`src/hw/rtl/ctca_pkg.sv`:
```
// ----------------------------------------------------------------------------
// ctca_pkg
// shared field widths, operation and status codes for the clearable array
// ----------------------------------------------------------------------------
package ctca_pkg;

  localparam int IDX_W  = 10;
  localparam int VAL_W  = 32;
  localparam int SIZE_W = 11;
  localparam int KIND_W = 2;
  localparam int STAT_W = 2;

  localparam logic [SIZE_W-1:0] SIZE_RESET = 11'd1024;

  typedef logic [KIND_W-1:0] kind_t;
  typedef logic [STAT_W-1:0] status_t;

  localparam kind_t KIND_WRITE = 2'd0;
  localparam kind_t KIND_READ  = 2'd1;
  localparam kind_t KIND_CLEAR = 2'd2;

  localparam status_t ST_OK      = 2'd0;
  localparam status_t ST_UNINIT  = 2'd1;
  localparam status_t ST_INVALID = 2'd2;

endpackage

```
`src/hw/rtl/ctca_cfg.sv`:
```
// ----------------------------------------------------------------------------
// ctca_cfg
// apb register slice holding the array size
// ----------------------------------------------------------------------------
module ctca_cfg
  import ctca_pkg::*;
(
  input  logic              clk,
  input  logic              rst_n,
  input  logic              cfg_psel,
  input  logic              cfg_penable,
  input  logic              cfg_pwrite,
  input  logic [1:0]        cfg_paddr,
  input  logic [31:0]       cfg_pwdata,
  output logic [31:0]       cfg_prdata,
  output logic              cfg_pready,
  output logic [SIZE_W-1:0] array_size
);

  localparam logic [1:0] ADDR_ARRAY_SIZE = 2'd0;

  logic [SIZE_W-1:0] array_size_r;
  logic              wr_en;

  assign cfg_pready = 1'b1;
  assign wr_en = cfg_psel && cfg_penable && cfg_pwrite && cfg_pready
                 && (cfg_paddr == ADDR_ARRAY_SIZE);

  always_ff @(posedge clk) begin
    if (!rst_n) begin
      array_size_r <= SIZE_RESET;
    end else if (wr_en) begin
      array_size_r <= cfg_pwdata[SIZE_W-1:0];
    end
  end

  always_comb begin
    cfg_prdata = '0;
    if (cfg_paddr == ADDR_ARRAY_SIZE) begin
      cfg_prdata = {{(32-SIZE_W){1'b0}}, array_size_r};
    end
  end

  assign array_size = array_size_r;

endmodule

```
`config.mk`:
```
export PLATFORM = sky130hd
export DESIGN_NAME = ctca_cfg
export DESIGN_NICKNAME = d
export VERILOG_FILES = /design/src/hw/rtl/ctca_pkg.sv /design/src/hw/rtl/ctca_cfg.sv
export SDC_FILE = /design/constraint.sdc
export NUM_CORES = 1
export LEC_CHECK = 0
export BUFFER_PORTS_ARGS = -buffer_cell sky130_fd_sc_hd__buf_2
export CAP_MARGIN = 10
export CORE_ASPECT_RATIO = 0.8
export CORE_MARGIN = 1.5
export CORE_UTILIZATION = 35
export CTS_CLUSTER_DIAMETER = 40
export DETAILED_ROUTE_END_ITERATION = 16
export HOLD_SLACK_MARGIN = 0.03
export PLACE_DENSITY_LB_ADDON = 0.08
export SETUP_SLACK_MARGIN = 0.4
export SYNTH_ARGS = -nofsm -noshare
export SYNTH_HDL_FRONTEND = slang
export SYNTH_SLANG_ARGS = --single-unit
```
`constraint.sdc`:
```
create_clock -name clk -period 2.2 [get_ports clk]
set_input_delay 0.44 -clock clk [delete_from_list [all_inputs] [get_ports clk]]
set_output_delay 0.44 -clock clk [all_outputs]
set_load 0.02 [all_outputs]
```
# [Word level (Yosys, flattened, before mapping)]
# Cells that the tools add are included.
[totals] out_inout_bits=44 regBits=11
[classes] muxes=1 reduce_logical=4
[op_table] operator="2-to-1 mux 11 bit" count=1
[op_table] operator="logical AND 1 bit" count=3
[op_table] operator="zero test 2 bit" count=1

# [Longest topological paths before layout]
[logic_depth] depth_word=3 depth_mapped=4 mapped_depth_nobuf=3

# [Worst setup path before layout]
# OpenSTA, ideal clock, no wires.
[synth_path] kind="input to output" start="input port cfg_paddr[1]" end="output port cfg_prdata[0]" n_path_buf=1 arrival_time_ps=1048 setup_slack_ps=712 stages=3 path_cell_list="nor2_1 clkbuf_1 and2_1"
[synth_between] elab_chain_cells=2
[synth_rtl] element="start, declared" line="ctca_cfg.sv:13" text="input logic [1:0] cfg_paddr,"
[synth_rtl] element="zero test 2 bit" line="ctca_cfg.sv:39" text="if (cfg_paddr == ADDR_ARRAY_SIZE) begin"
[synth_rtl] element="2-to-1 mux 11 bit" line="ctca_cfg.sv:39"
[synth_rtl] element="end, declared" line="ctca_cfg.sv:15" text="output logic [31:0] cfg_prdata,"
# Every way passes these cells.

# [Worst setup path after layout]
[layout_path] start="input port cfg_paddr[1]" end="output port cfg_prdata[2]"
# The elaborated chain is that of the path after synthesis.

==> reports/qor.yml <==
drtIter0Drc: 1
critPathLaunchType: "primary input"
clockBufferDepth: 2
cap_violations: 0
crit_buf_inv: 3
cts_tree: "done"
yosys.cell_types.count: 15
hold_buffers: 0
synth_seq_cells: 11
finalWirelength_um: 1270
synth-seq-area-share_pct: 31.5
yosys.area.top_type: "dfxtp_1"
dp_hpwl_um: 974
fin_ws_ns: 0.659
cts_root_buf: "clkbuf_4"
h-tree-depth: 1
max_freq_mhz: 649
leakage_nw: 0.468
drv_slew: 0
p_switching_w: 0.000125
drt_first_pass_iters: 3
synth_top_family_by_area: "buffers and inverters"
setup_viol: 0
ant_nets: 0
grt_pass1_wl_um: 2010
fp-row-count: 14
irDropWorstVdd_uv: 332
nets: 164
required_ns: 1.76
cts_inserted_buffers: 3
hold_viol_final: 0
syn_area_per_cell_um2: 8.12
muxShareOfSynthArea_pct: 14.3
cp_slowest_stage_delay_ns: 0.17
p_seq_share_pct: 48.7
clock_latency_ns: 0.27
power.total_w: 0.000418
die_w_um: 52.9
io_buffers: 39
cts.sinks: 11
vias_per_cell: 3.88
postCtsSetupBuffers: 0
dieArea_um2: 2270
io_pins: 83
dieHeight_um: 42.9
pre_cts_ws_ns: 0.662
synth_area_leaders: "dfxtp_1, buf_4, mux2i_1, nand2_1, and2_1"
diodes: 0
wire_per_inst_um: 8.55
antenna_found_initial: 0
coreArea_um2: 1870
cp_cell_sequence: "buf_2 > nor2_1 > buf_4 > and2_1 > buf_2"
grt_usage_pct: 12.4
rsz0062_at_grt: "false"
yosys_warnings: 0
hold_path_class: "in2reg"
cp.arrival_ns: 1.10
synth_area_um2: 698
post-route-period-util_pct: 70.0
first_global_vias: 505
synth-adder-area-share_pct: 0
switching_share_pct: 29.8
p_int_w: 0.000293
min_period_ns: 1.54
largest_reg_flops: 11
syn_to_final_growth_pct: 21.0
clk_pin_slew_ns: 0.07
pwr-share-comb_pct: 18.9
critPathKind: "in2out"
postSynthCellCount: 86
tns_ns: 0
status: "finished clean"
power_density_nw_per_um2: 495
cp_top_family: "buffers and inverters"
clockPowerShare_pct: 32.4
grt_overflow: 0
drc: 0
setup.worst_path.end_class: "primary output"
worst-path-max-fanout: 12
critPathSlowestCell: "buf_4"
start_util_pct: 37.2
grt_max_degree: 22
cts_resized: 0
holdWs_ns: 0.410
synth-compound-area-share_pct: 1.08
post-route-util_pct: 45.1
fin_worst_skew_ns: 0
crit_path_frequent_cell: "buf_2"
num_vias: 574
finalWeightedCongestion: 0.654
yosysTopAreaCellShare_pct: 31.5
drive_gt1_share_pct: 36.3
synth_xor_xnor_area_share_pct: 0
yosys.area_share.simple_pct: 24.6
-- worst reg2reg max path: stages, from the launching register on --
cell	delay (ns)
dfxtp_1	0.32
inv_1	0.05
o211ai_1	0.15
-- final cells by class --
type | instances | area [µm²]
fillers | 205 | 1030
multi-input cells | 68 | 362
flip-flops and latches | 11 | 220
repair buffers | 40 | 203
well taps | 24 | 30.0
clock buffers | 4 | 26.3
inverters | 1 | 3.75
-- per-stage QoR --
step | area [µm²] | std cells
6_report | 845 | 148
3_5_place_dp | 818 | 144
5_1_grt | 845 | 148
4_1_cts | 845 | 148
2_1_floorplan | 773 | 106
3_3_place_gp | 818 | 144
-- layout by cell type (no fill, tap or decap), drive strengths merged --
| master | instances |
|---|---|
| nand2 | 20 |
| nor3 | 1 |
| and3 | 1 |
| and2 | 11 |
| nand3 | 1 |
| conb | 22 |
| dfxtp | 11 |
| inv | 1 |
| nor2 | 1 |
| clkbuf | 4 |
| o211ai | 1 |
| buf | 40 |
| mux2i | 10 |
-- metal layers --
metal	part of all wire [%]	vias up	wire, µm	track usage (%)
li1	-	299	-	-
met1	41	239	521	12.8
met2	44	36	557	21.0
met3	15	0	186	8.45
met4	0	0	0	1.54
met5	0	-	0	0
-- path summary, 6_finish.rpt --
kind,slack (ns),start,endpoint,depth (start not counted)
max,0.66,cfg_paddr[1],cfg_prdata[2],5
min,0.41,cfg_pwdata[4],array_size[4],3
max reg2reg,1.60,array_size[10],array_size[10],2
min reg2reg,0.47,array_size[4],array_size[4],2
-- power by group through the flow --
stage | combinational [W] | clock [W] | sequential [W]
2_1_floorplan | 0.0000831 | 0 | 0.000211
3_3_place_gp | 0.0000783 | 0 | 0.000208
3_5_place_dp | 0.0000791 | 0 | 0.000208
4_1_cts | 0.0000793 | 0.000142 | 0.000203
5_1_grt | 0.0000875 | 0.000155 | 0.000204
6_report | 0.0000790 | 0.000135 | 0.000203
-- cells in the mapped netlist, drive strengths merged --
library cell  count
mux2i            10
conb              2
nand3             1
nor2              1
dfxtp            11
and3              1
nand2            20
inv               1
buf              23
and2             11
nor3              1
o211ai            1
clkbuf            3
-- logic make-up after synthesis --
logic type,Yosys count
buffers and inverters,27
other,2
AO/OA/AOI/OAI,1
multiplexers,10
AND/OR/NAND/NOR,35
flip-flops,11
Power figures use the tool's default switching activity.
