`src/hw/rtl/ctca_pkg.sv`:
```
// ----------------------------------------------------------------------------
// ctca_pkg
// shared field widths, operation and status codes for the clearable array
// ----------------------------------------------------------------------------
package ctca_pkg;

  localparam int IDX_W  = 10;
  localparam int VAL_W  = 32;
  localparam int SIZE_W = 11;
  localparam int KIND_W = 2;
  localparam int STAT_W = 2;

  localparam logic [SIZE_W-1:0] SIZE_RESET = 11'd1024;

  typedef logic [KIND_W-1:0] kind_t;
  typedef logic [STAT_W-1:0] status_t;

  localparam kind_t KIND_WRITE = 2'd0;
  localparam kind_t KIND_READ  = 2'd1;
  localparam kind_t KIND_CLEAR = 2'd2;

  localparam status_t ST_OK      = 2'd0;
  localparam status_t ST_UNINIT  = 2'd1;
  localparam status_t ST_INVALID = 2'd2;

endpackage

```
`src/hw/rtl/ctca_engine.sv`:
```
// ----------------------------------------------------------------------------
// ctca_engine
// per-word sequencer: slot lookup, stack check, write-back and result register
// ----------------------------------------------------------------------------
module ctca_engine
  import ctca_pkg::*;
#(
  parameter int DEPTH = 1024,
  localparam int AW   = (DEPTH > 1) ? $clog2(DEPTH) : 1,
  localparam int CW   = $clog2(DEPTH + 1)
) (
  input  logic              clk,
  input  logic              rst_n,
  input  logic [SIZE_W-1:0] array_size,
  // input words
  input  logic              in_tvalid,
  output logic              in_tready,
  input  kind_t             in_kind,
  input  logic [IDX_W-1:0]  in_index,
  input  logic [VAL_W-1:0]  in_value,
  // results
  output logic              out_tvalid,
  input  logic              out_tready,
  output status_t           out_status,
  output logic [VAL_W-1:0]  out_value,
  // entry memory: {data, slot} per position
  output logic              ent_we,
  output logic [AW-1:0]     ent_waddr,
  output logic [VAL_W+AW-1:0] ent_wdata,
  output logic              ent_re,
  output logic [AW-1:0]     ent_raddr,
  input  logic [VAL_W+AW-1:0] ent_rdata,
  // stack memory: position per slot
  output logic              stk_we,
  output logic [AW-1:0]     stk_waddr,
  output logic [IDX_W-1:0]  stk_wdata,
  output logic              stk_re,
  output logic [AW-1:0]     stk_raddr,
  input  logic [IDX_W-1:0]  stk_rdata
);

  localparam logic [1:0] S_IDLE   = 2'd0;
  localparam logic [1:0] S_LOOK   = 2'd1;
  localparam logic [1:0] S_DECIDE = 2'd2;

  localparam int unsigned DEPTH_U = DEPTH;
  localparam logic [CW-1:0] DEPTH_C = CW'(DEPTH);

  logic [1:0]         state_r, state_nxt;
  kind_t              kind_r;
  logic [IDX_W-1:0]   index_r;
  logic [VAL_W-1:0]   wval_r;
  logic [CW-1:0]      count_r, count_nxt;
  logic               out_valid_r, out_valid_nxt;
  status_t            out_status_r, out_status_nxt;
  logic [VAL_W-1:0]   out_value_r, out_value_nxt;

  logic [IDX_W+AW-1:0] in_ext, idx_ext;
  logic [AW-1:0]       in_addr, idx_addr;
  logic [AW-1:0]       slot;
  logic [VAL_W-1:0]    data_rd;
  logic                accept, advance, live, bad_pos, has_room;
  logic [AW-1:0]       new_slot;

  assign in_ext   = {{AW{1'b0}}, in_index};
  assign in_addr  = in_ext[AW-1:0];
  assign idx_ext  = {{AW{1'b0}}, index_r};
  assign idx_addr = idx_ext[AW-1:0];

  assign slot    = ent_rdata[AW-1:0];
  assign data_rd = ent_rdata[VAL_W+AW-1:AW];

  assign in_tready = (state_r == S_IDLE);
  assign accept    = in_tvalid && in_tready;
  assign advance   = (state_r == S_DECIDE) && (!out_valid_r || out_tready);

  // position is live when its slot is below the count and the stack points back
  assign live     = (CW'(slot) < count_r) && (stk_rdata == index_r);
  assign bad_pos  = ({1'b0, index_r} >= array_size) || (32'(index_r) >= DEPTH_U);
  assign has_room = (count_r < DEPTH_C);
  assign new_slot = (!live && has_room) ? count_r[AW-1:0] : slot;

  // first read: slot and data of the addressed position
  assign ent_re    = accept;
  assign ent_raddr = in_addr;
  // second read: stack entry named by that slot
  assign stk_re    = (state_r == S_LOOK);
  assign stk_raddr = slot;

  always_comb begin
    state_nxt      = state_r;
    count_nxt      = count_r;
    out_valid_nxt  = out_valid_r && !out_tready;
    out_status_nxt = out_status_r;
    out_value_nxt  = out_value_r;
    ent_we         = 1'b0;
    ent_waddr      = idx_addr;
    ent_wdata      = {wval_r, new_slot};
    stk_we         = 1'b0;
    stk_waddr      = count_r[AW-1:0];
    stk_wdata      = index_r;

    case (state_r)
      S_IDLE: begin
        if (accept) begin
          state_nxt = S_LOOK;
        end
      end
      S_LOOK: begin
        state_nxt = S_DECIDE;
      end
      S_DECIDE: begin
        if (advance) begin
          state_nxt      = S_IDLE;
          out_valid_nxt  = 1'b1;
          out_status_nxt = ST_OK;
          out_value_nxt  = '0;
          if (kind_r == KIND_CLEAR) begin
            count_nxt = '0;
          end else if (kind_r == KIND_WRITE || kind_r == KIND_READ) begin
            if (bad_pos) begin
              out_status_nxt = ST_INVALID;
            end else if (kind_r == KIND_WRITE) begin
              ent_we = 1'b1;
              if (!live && has_room) begin
                stk_we    = 1'b1;
                count_nxt = count_r + 1'b1;
              end
            end else if (live) begin
              out_value_nxt = data_rd;
            end else begin
              out_status_nxt = ST_UNINIT;
            end
          end
        end
      end
      default: begin
        state_nxt = S_IDLE;
      end
    endcase
  end

  always_ff @(posedge clk) begin
    if (!rst_n) begin
      state_r     <= S_IDLE;
      count_r     <= '0;
      out_valid_r <= 1'b0;
    end else begin
      state_r     <= state_nxt;
      count_r     <= count_nxt;
      out_valid_r <= out_valid_nxt;
    end
  end

  always_ff @(posedge clk) begin
    if (accept) begin
      kind_r  <= in_kind;
      index_r <= in_index;
      wval_r  <= in_value;
    end
    out_status_r <= out_status_nxt;
    out_value_r  <= out_value_nxt;
  end

  assign out_tvalid = out_valid_r;
  assign out_status = out_status_r;
  assign out_value  = out_value_r;

endmodule

```
`config.mk`:
```
export PLATFORM = sky130hd
export DESIGN_NAME = ctca_engine
export DESIGN_NICKNAME = d
export VERILOG_FILES = /design/src/hw/rtl/ctca_pkg.sv /design/src/hw/rtl/ctca_engine.sv
export SDC_FILE = /design/constraint.sdc
export NUM_CORES = 1
export LEC_CHECK = 0
export ABC_AREA = 0
export BUFFER_PORTS_ARGS = -buffer_cell sky130_fd_sc_hd__buf_4
export CORE_AREA = 2 2 126 128
export DETAILED_ROUTE_END_ITERATION = 7
export DIE_AREA = 0 0 128 130
export GPL_TIMING_DRIVEN = 0
export PLACE_DENSITY_LB_ADDON = 0.12
export SLEW_MARGIN = 20
export SYNTH_ARGS = -nofsm -noshare
export SYNTH_HDL_FRONTEND = slang
export SYNTH_SLANG_ARGS = --single-unit
```
`constraint.sdc`:
```
create_clock -name clk -period 3.1 [get_ports clk]
set_input_delay 0.155 -clock clk [delete_from_list [all_inputs] [get_ports clk]]
set_output_delay 0.155 -clock clk [all_outputs]
set_load 0.05 [all_outputs]
```
# Yosys cells after proc, flatten, opt, wreduce, memory -nomap -nowiden
# Cells that the tools add are included.
[word_totals]
output_inout_bits = 132
register_bits = 92
inputBits = 111
[op_classes]
magnitude_cmp = 3
n_bitwise = 2
n_eq_ne = 8
n_mux = 27
n_reduce_logical = 21
n_addsub = 1
[ops]
columns = ["op", "count"]
rows = [
  ["11-bit two-way mux", 5],
  ["1-bit two-way mux", 17],
  ["11-bit by 1-bit adder with 11-bit output (second input constant)", 1],
  ["10-bit by 11-bit greater-or-equal comparator with 1-bit output", 1],
  ["10-bit by 11-bit less-than comparator with 1-bit output", 1],
  ["11-bit less-than comparator (second input constant)", 1],
  ["10-bit equality test", 1],
  ["10-bit two-way mux", 1],
  ["2-bit two-way mux", 3],
  ["2-bit case mux with 3 select lines", 1],
  ["6-bit AND reduction", 1],
  ["2-bit nonzero test", 3],
  ["1-bit logical AND", 5],
  ["5-bit OR reduction", 1],
  ["2-bit by 1-bit equality test with 1-bit output (second input constant)", 2],
  ["2-bit equality test (second input constant)", 2],
  ["2-bit zero test", 2],
  ["2-bit by 1-bit != test with 1-bit output (second input constant)", 2],
  ["2-bit AND reduction", 2],
  ["4-bit OR reduction", 1],
  ["1-bit zero test", 3],
  ["1-bit logical OR", 2],
  ["2-bit != test (second input constant)", 1],
  ["1-bit inverter", 2],
  ["2-bit OR reduction", 1],
]

# Logic depth before layout (Yosys ltp)
[depth]
word_depth = 11
mapped_depth = 9

# Worst setup path after synthesis
# OpenSTA, ideal clock, no wires.
[synth_path]
path_type = "reg2out"
startpoint = "register out_valid_r (netlist: out_tvalid)"
endpoint = "output port stk_we"
arrival_ps = 4413
setup_slack_ps = -1468
path_stages_with_launch = 6
cell_sequence = "dfxtp_1 -> nand2b_1 -> nor2b_1 -> nand2b_1 -> nor3b_1 -> and2_1"
[synth_between]
elab_chain_len = 5
[synth_rtl]
columns = ["item", "line", "text"]
rows = [
  ["from (decl)", "ctca_engine.sv:54", "logic out_valid_r, out_valid_nxt;"],
  ["from (signal assigned)", "ctca_engine.sv:151", "out_valid_r <= out_valid_nxt;"],
  ["1-bit zero test", "ctca_engine.sv:75", "assign advance = (state_r == S_DECIDE) && (!out_valid_r || out_tready);"],
  ["1-bit logical OR", "ctca_engine.sv:75", ""],
  ["1-bit logical AND", "ctca_engine.sv:75", ""],
  ["1-bit two-way mux", "ctca_engine.sv:113", "if (advance) begin"],
  ["1-bit two-way mux", "ctca_engine.sv:103", "case (state_r)"],
  ["to (decl)", "ctca_engine.sv:34", "output logic stk_we,"],
]
# No other way between the ends.

# Worst setup path in the final report
[layout_path]
startpoint = "register count_r[9]"
endpoint = "output port ent_wdata[8]"
[layout_between]
elab_chain_len = 5
word_cells_on_any_way = 6
cone_classes = "order compare: 2; mux: 1; reduce/logical: 3"
[layout_rtl]
columns = ["item", "line", "text"]
rows = [
  ["from (decl)", "ctca_engine.sv:53", "logic [CW-1:0] count_r, count_nxt;"],
  ["from (signal assigned)", "ctca_engine.sv:150", "count_r <= count_nxt;"],
  ["10-bit by 11-bit less-than comparator with 1-bit output", "ctca_engine.sv:78", "assign live = (CW'(slot) < count_r) && (stk_rdata == index_r);"],
  ["1-bit logical AND", "ctca_engine.sv:78", ""],
  ["1-bit zero test", "ctca_engine.sv:81", "assign new_slot = (!live && has_room) ? count_r[AW-1:0] : slot;"],
  ["1-bit logical AND (*)", "ctca_engine.sv:81", ""],
  ["10-bit two-way mux (*)", "ctca_engine.sv:81", ""],
  ["to (decl)", "ctca_engine.sv:29", "output logic [VAL_W+AW-1:0] ent_wdata,"],
]
# Mark *: on every way between the ends. The rest lies on a longest branch, timed or not.

==> summary.json <==
{
  "hold_start": {"value": "in_tvalid"},
  "worst_slack": {"value": 0.239, "unit": "ns"},
  "numClockSinks": {"value": 92},
  "layout_worst_path_cycle_share": {"value": 92.3, "unit": "%"},
  "drt_drc_violations_left": {"value": 0},
  "grt_antenna_before_repair": {"value": 0},
  "grt_util_all_layers": {"value": 15.1, "unit": "%"},
  "via_count_of_the_first_global_routing_pass": {"value": 3776},
  "main_flop_type_after_synthesis": {"value": "sky130_fd_sc_hd__edfxtp_1"},
  "maxClockFrequency": {"value": 0.350, "unit": "GHz"},
  "clock_latency": {"value": 0.34, "unit": "ns"},
  "worst_hold_slack": {"value": 0.0525, "unit": "ns"},
  "timing.setup.critical_path_class": {"value": "reg2out"},
  "first_iter_violations": {"value": 134},
  "netlist-cell-type-count": {"value": 45},
  "final.setup_skew": {"value": 0.00891, "unit": "ns"},
  "ys_ff_latch": {"value": 92},
  "synthesis.instances": {"value": 342},
  "pwr_density_cell": {"value": 454, "unit": "nW/µm²"},
  "rr_startpoint": {"value": "state_r[0]$_SDFFE_PN0P_"},
  "timing.reg2reg.setup_slack": {"value": 0.33, "unit": "ns"},
  "grt-ovfl-total": {"value": 0},
  "port-buffer-count": {"value": 241},
  "leakage_power_of_the_design": {"value": 3.20, "unit": "nW"},
  "cts_tree": {"value": "done"},
  "yosys.area.top_type_share": {"value": 52.4, "unit": "%"},
  "multiInputGateArea": {"value": 1420, "unit": "µm²"},
  "totalWireLength": {"value": 12.6, "unit": "mm"},
  "power": {"value": 3.32, "unit": "mW"},
  "timing.final.hold_violations": {"value": 0},
  "finalCriticalPeriod": {"value": 2.86, "unit": "ns"},
  "most-common-layout-cells": {"value": "sky130_fd_sc_hd__buf_4, sky130_fd_sc_hd__edfxtp_1, sky130_fd_sc_hd__dlygate4sd3_1"},
  "area_delta_synth_final": {"value": 63.9, "unit": "%"},
  "setup_viol": {"value": 0},
  "num-nets-final": {"value": 770},
  "worstHoldPathType": {"value": "in2reg"},
  "rsz0062_at_grt": {"value": "no"},
  "whs_path_depth": {"value": 2},
  "clk_root_buffer_cell": {"value": "sky130_fd_sc_hd__clkbuf_16"},
  "place_congestion": {"value": 0.745},
  "dieWidth": {"value": 128, "unit": "µm"},
  "hold_path_end": {"value": "state_r[0]$_SDFFE_PN0P_"},
  "cts-root-to-sink-buffers": {"value": 2},
  "std_cell_rows": {"value": 46},
  "postCtsSetupRepairBufs": {"value": 0},
  "grt_pass1_wl": {"value": 19.2, "unit": "mm"},
  "ios": {"value": 243},
  "run_status": {"value": "finished, final reports clean"},
  "worst_r2r_endpoint": {"value": "count_r[7]$_SDFFE_PN0P_"},
  "pre_cts_ws": {"value": 0.262, "unit": "ns"},
  "via_count": {"value": 3624},
  "synth.yosys.seq_area_share": {"value": 58.7, "unit": "%"},
  "crit_arrival": {"value": 2.71, "unit": "ns"},
  "final_antenna_net_count": {"value": 0},
  "max-vdd-ir-drop": {"value": 0.314, "unit": "mV"},
  "final-seq-area": {"value": 2620, "unit": "µm²"},
  "syn_avg_cell_area": {"value": 13.1, "unit": "µm²"},
  "fillCellCount": {"value": 1409},
  "floorplan.die_area": {"value": 16600, "unit": "µm²"},
  "dp_cells": {"value": 776},
  "end_kind": {"value": "output pin"},
  "die-height": {"value": 130, "unit": "µm"},
  "finish.utilization": {"value": 47.5, "unit": "%"},
  "floorplan.initialDensity": {"value": 29.0, "unit": "%"},
  "final_common_cell": {"value": "sky130_fd_sc_hd__buf_4"},
  "max-cap-violations": {"value": 0},
  "placeableCoreArea": {"value": 15400, "unit": "µm²"},
  "max-slew-margin-rel": {"value": 32.9, "unit": "%"},
  "cp-start-kind": {"value": "flop"},
  "drv_slew": {"value": 0},
  "number_of_h_tree_levels": {"value": 3},
  "synth_nets": {"value": 473},
  "critical_path_peak_fanout": {"value": 10},
  "design_area": {"value": 7320, "unit": "µm²"},
  "critical_path_required": {"value": 2.94, "unit": "ns"},
  "reg2reg_depth": {"value": 7},
  "route.detailed.vias_per_inst": {"value": 4.34},
  "yosys_warnings": {"value": 0},
  "fin_tns_setup": {"value": 0, "unit": "ns"},
  "synth_area_leaders": {"value": "sky130_fd_sc_hd__edfxtp_1, sky130_fd_sc_hd__buf_4, sky130_fd_sc_hd__dfxtp_1, sky130_fd_sc_hd__ha_1, sky130_fd_sc_hd__and2_1"},
  "share_of_layout_cells_above_drive_strength_1": {"value": 49.5, "unit": "%"},
  "maximum_number_of_pins_on_one_net_before_global_route_repair": {"value": 36},
  "edff_count_synth": {"value": 78},
  "drt_pre_antenna_iters": {"value": 4},
  "final-instance-count-excl-fill": {"value": 835},
  "worst_slew_pin_slew": {"value": 1.00, "unit": "ns"},
  "synthDominantAreaCellType": {"value": "sky130_fd_sc_hd__edfxtp_1"},
  "wl_per_cell": {"value": 15.1, "unit": "µm"},
  "synth_async_sr_flop_share": {"value": 0, "unit": "%"},
  "insertedDiodeCount": {"value": 0},
  "cts_buffers": {"value": 9},
  "cts.clk_slew.worst_paths": {"value": 0.07, "unit": "ns"},
  "post_dp_cell_area": {"value": 6560, "unit": "µm²"},
  "combined_area_of_all_synthesized_cells": {"value": 4470, "unit": "µm²"},
  "place_hpwl": {"value": 9.70, "unit": "mm"}
}
-- power breakdown --
group / internal, mW / switching, mW / leakage [nW]
combinational: 0.288 / 0.416 / 2.24
sequential: 1.40 / 0.0255 / 0.806
clock: 0.711 / 0.483 / 0.150
total: 2.40 / 0.925 / 3.20
-- layout make-up --
type                    instances  share of cell area, %
plain buffers                  50                   5.01
clock inverters                 6                   1.30
clock buffers                   9                   3.08
inverters                      21                   1.08
repair buffers                286                   31.0
flip-flops and latches         92                   35.8
well taps                     192                   3.28
multi-input cells             179                   19.4
-- worst max path at each step --
| stage | endpoint | startpoint | slack, ns |
|---|---|---|---|
| 2_1_floorplan | stk_we | ent_waddr[0]$_DFFE_PP_ | 0.08 |
| 6_report | ent_wdata[8] | count_r[9]$_SDFFE_PN0P_ | 0.24 |
| 3_3_place_gp | ent_re | state_r[0]$_SDFFE_PN0P_ | 0.34 |
| 3_5_place_dp | count_r[7]$_SDFFE_PN0P_ | state_r[0]$_SDFFE_PN0P_ | 0.26 |
| 4_1_cts | ent_wdata[6] | count_r[9]$_SDFFE_PN0P_ | 0.11 |
| 5_1_grt | ent_wdata[7] | count_r[7]$_SDFFE_PN0P_ | 0.02 |
-- metal layers --
layer  part of all wire, %  vias up  GRT usage, %  wire, µm
met2                    49      162          25.0      6170
met3                    10       13          6.52      1270
li1                      -     1786             -         -
met4                   1.9        0          5.88       241
met1                    39     1663          17.3      4930
met5                     0        -             0         0
-- flip-flops by register name, summed over array words and instances, names as in the netlist --
| register | count |
|---|---|
| out_value | 32 |
| wval_r | 32 |
| count_r | 11 |
| ent_waddr | 10 |
| kind_r | 2 |
| out_status | 2 |
| state_r | 2 |
| out_tvalid | 1 |
-- repair_timing --
item,in CTS,in global routing
endpoints found under the setup margin,0,2
hold endpoints to repair,44,0
gates resized for setup,0,1
hold buffers,44,0
-- critical path: stages, from the launching register on --
cell and delay [ns]:
sky130_fd_sc_hd__dfxtp_1 0.37, sky130_fd_sc_hd__inv_1 0.10, sky130_fd_sc_hd__ha_1 0.32, sky130_fd_sc_hd__nand3_1 0.10, sky130_fd_sc_hd__nor3_1 0.26, sky130_fd_sc_hd__a221oi_2 0.13
sky130_fd_sc_hd__a31oi_2 0.26, sky130_fd_sc_hd__buf_2 0.29, sky130_fd_sc_hd__mux2_1 0.35, sky130_fd_sc_hd__buf_4 0.19
-- synth_stat cells, types with 2 or more instances --
master and number:
sky130_fd_sc_hd__edfxtp_1 78, sky130_fd_sc_hd__buf_4 44, sky130_fd_sc_hd__and2_1 38, sky130_fd_sc_hd__ha_1 20, sky130_fd_sc_hd__inv_1 20, sky130_fd_sc_hd__dfxtp_1 14, sky130_fd_sc_hd__nor2_1 14, sky130_fd_sc_hd__mux2_1 10
sky130_fd_sc_hd__nand2_1 9, sky130_fd_sc_hd__xnor2_1 9, sky130_fd_sc_hd__a21oi_1 7, sky130_fd_sc_hd__and3_1 6, sky130_fd_sc_hd__o31ai_1 6, sky130_fd_sc_hd__nand2b_1 5, sky130_fd_sc_hd__nand3_1 5, sky130_fd_sc_hd__o2111ai_1 5
sky130_fd_sc_hd__nor2b_1 4, sky130_fd_sc_hd__a21o_1 3, sky130_fd_sc_hd__buf_2 3, sky130_fd_sc_hd__nand4_1 3, sky130_fd_sc_hd__o21ai_1 3, sky130_fd_sc_hd__a2111oi_4 2, sky130_fd_sc_hd__a211oi_1 2, sky130_fd_sc_hd__a221oi_2 2
sky130_fd_sc_hd__a31oi_1 2, sky130_fd_sc_hd__clkbuf_1 2, sky130_fd_sc_hd__nor3_1 2, sky130_fd_sc_hd__nor4_2 2, sky130_fd_sc_hd__o211ai_1 2, sky130_fd_sc_hd__o21a_1 2, sky130_fd_sc_hd__o21ai_0 2, sky130_fd_sc_hd__o22ai_1 2
sky130_fd_sc_hd__xor2_1 2
-- cells by family (layout without fill, tap and decap cells) --
| family | after synthesis | after routing | share of synthesized area, % |
|---|---|---|---|
| and+or+nand+nor | 93 | 93 | 12.5 |
| AOI/OAI and AO/OA | 44 | 44 | 8.37 |
| DFF | 92 | 92 | 58.7 |
| adders and majority gates | 20 | 20 | 5.60 |
| buffers and inverters | 71 | 372 | 9.92 |
| muxes | 11 | 11 | 2.75 |
| xor gates and xnor gates | 11 | 11 | 2.16 |
(Power assumes the default switching activity.)
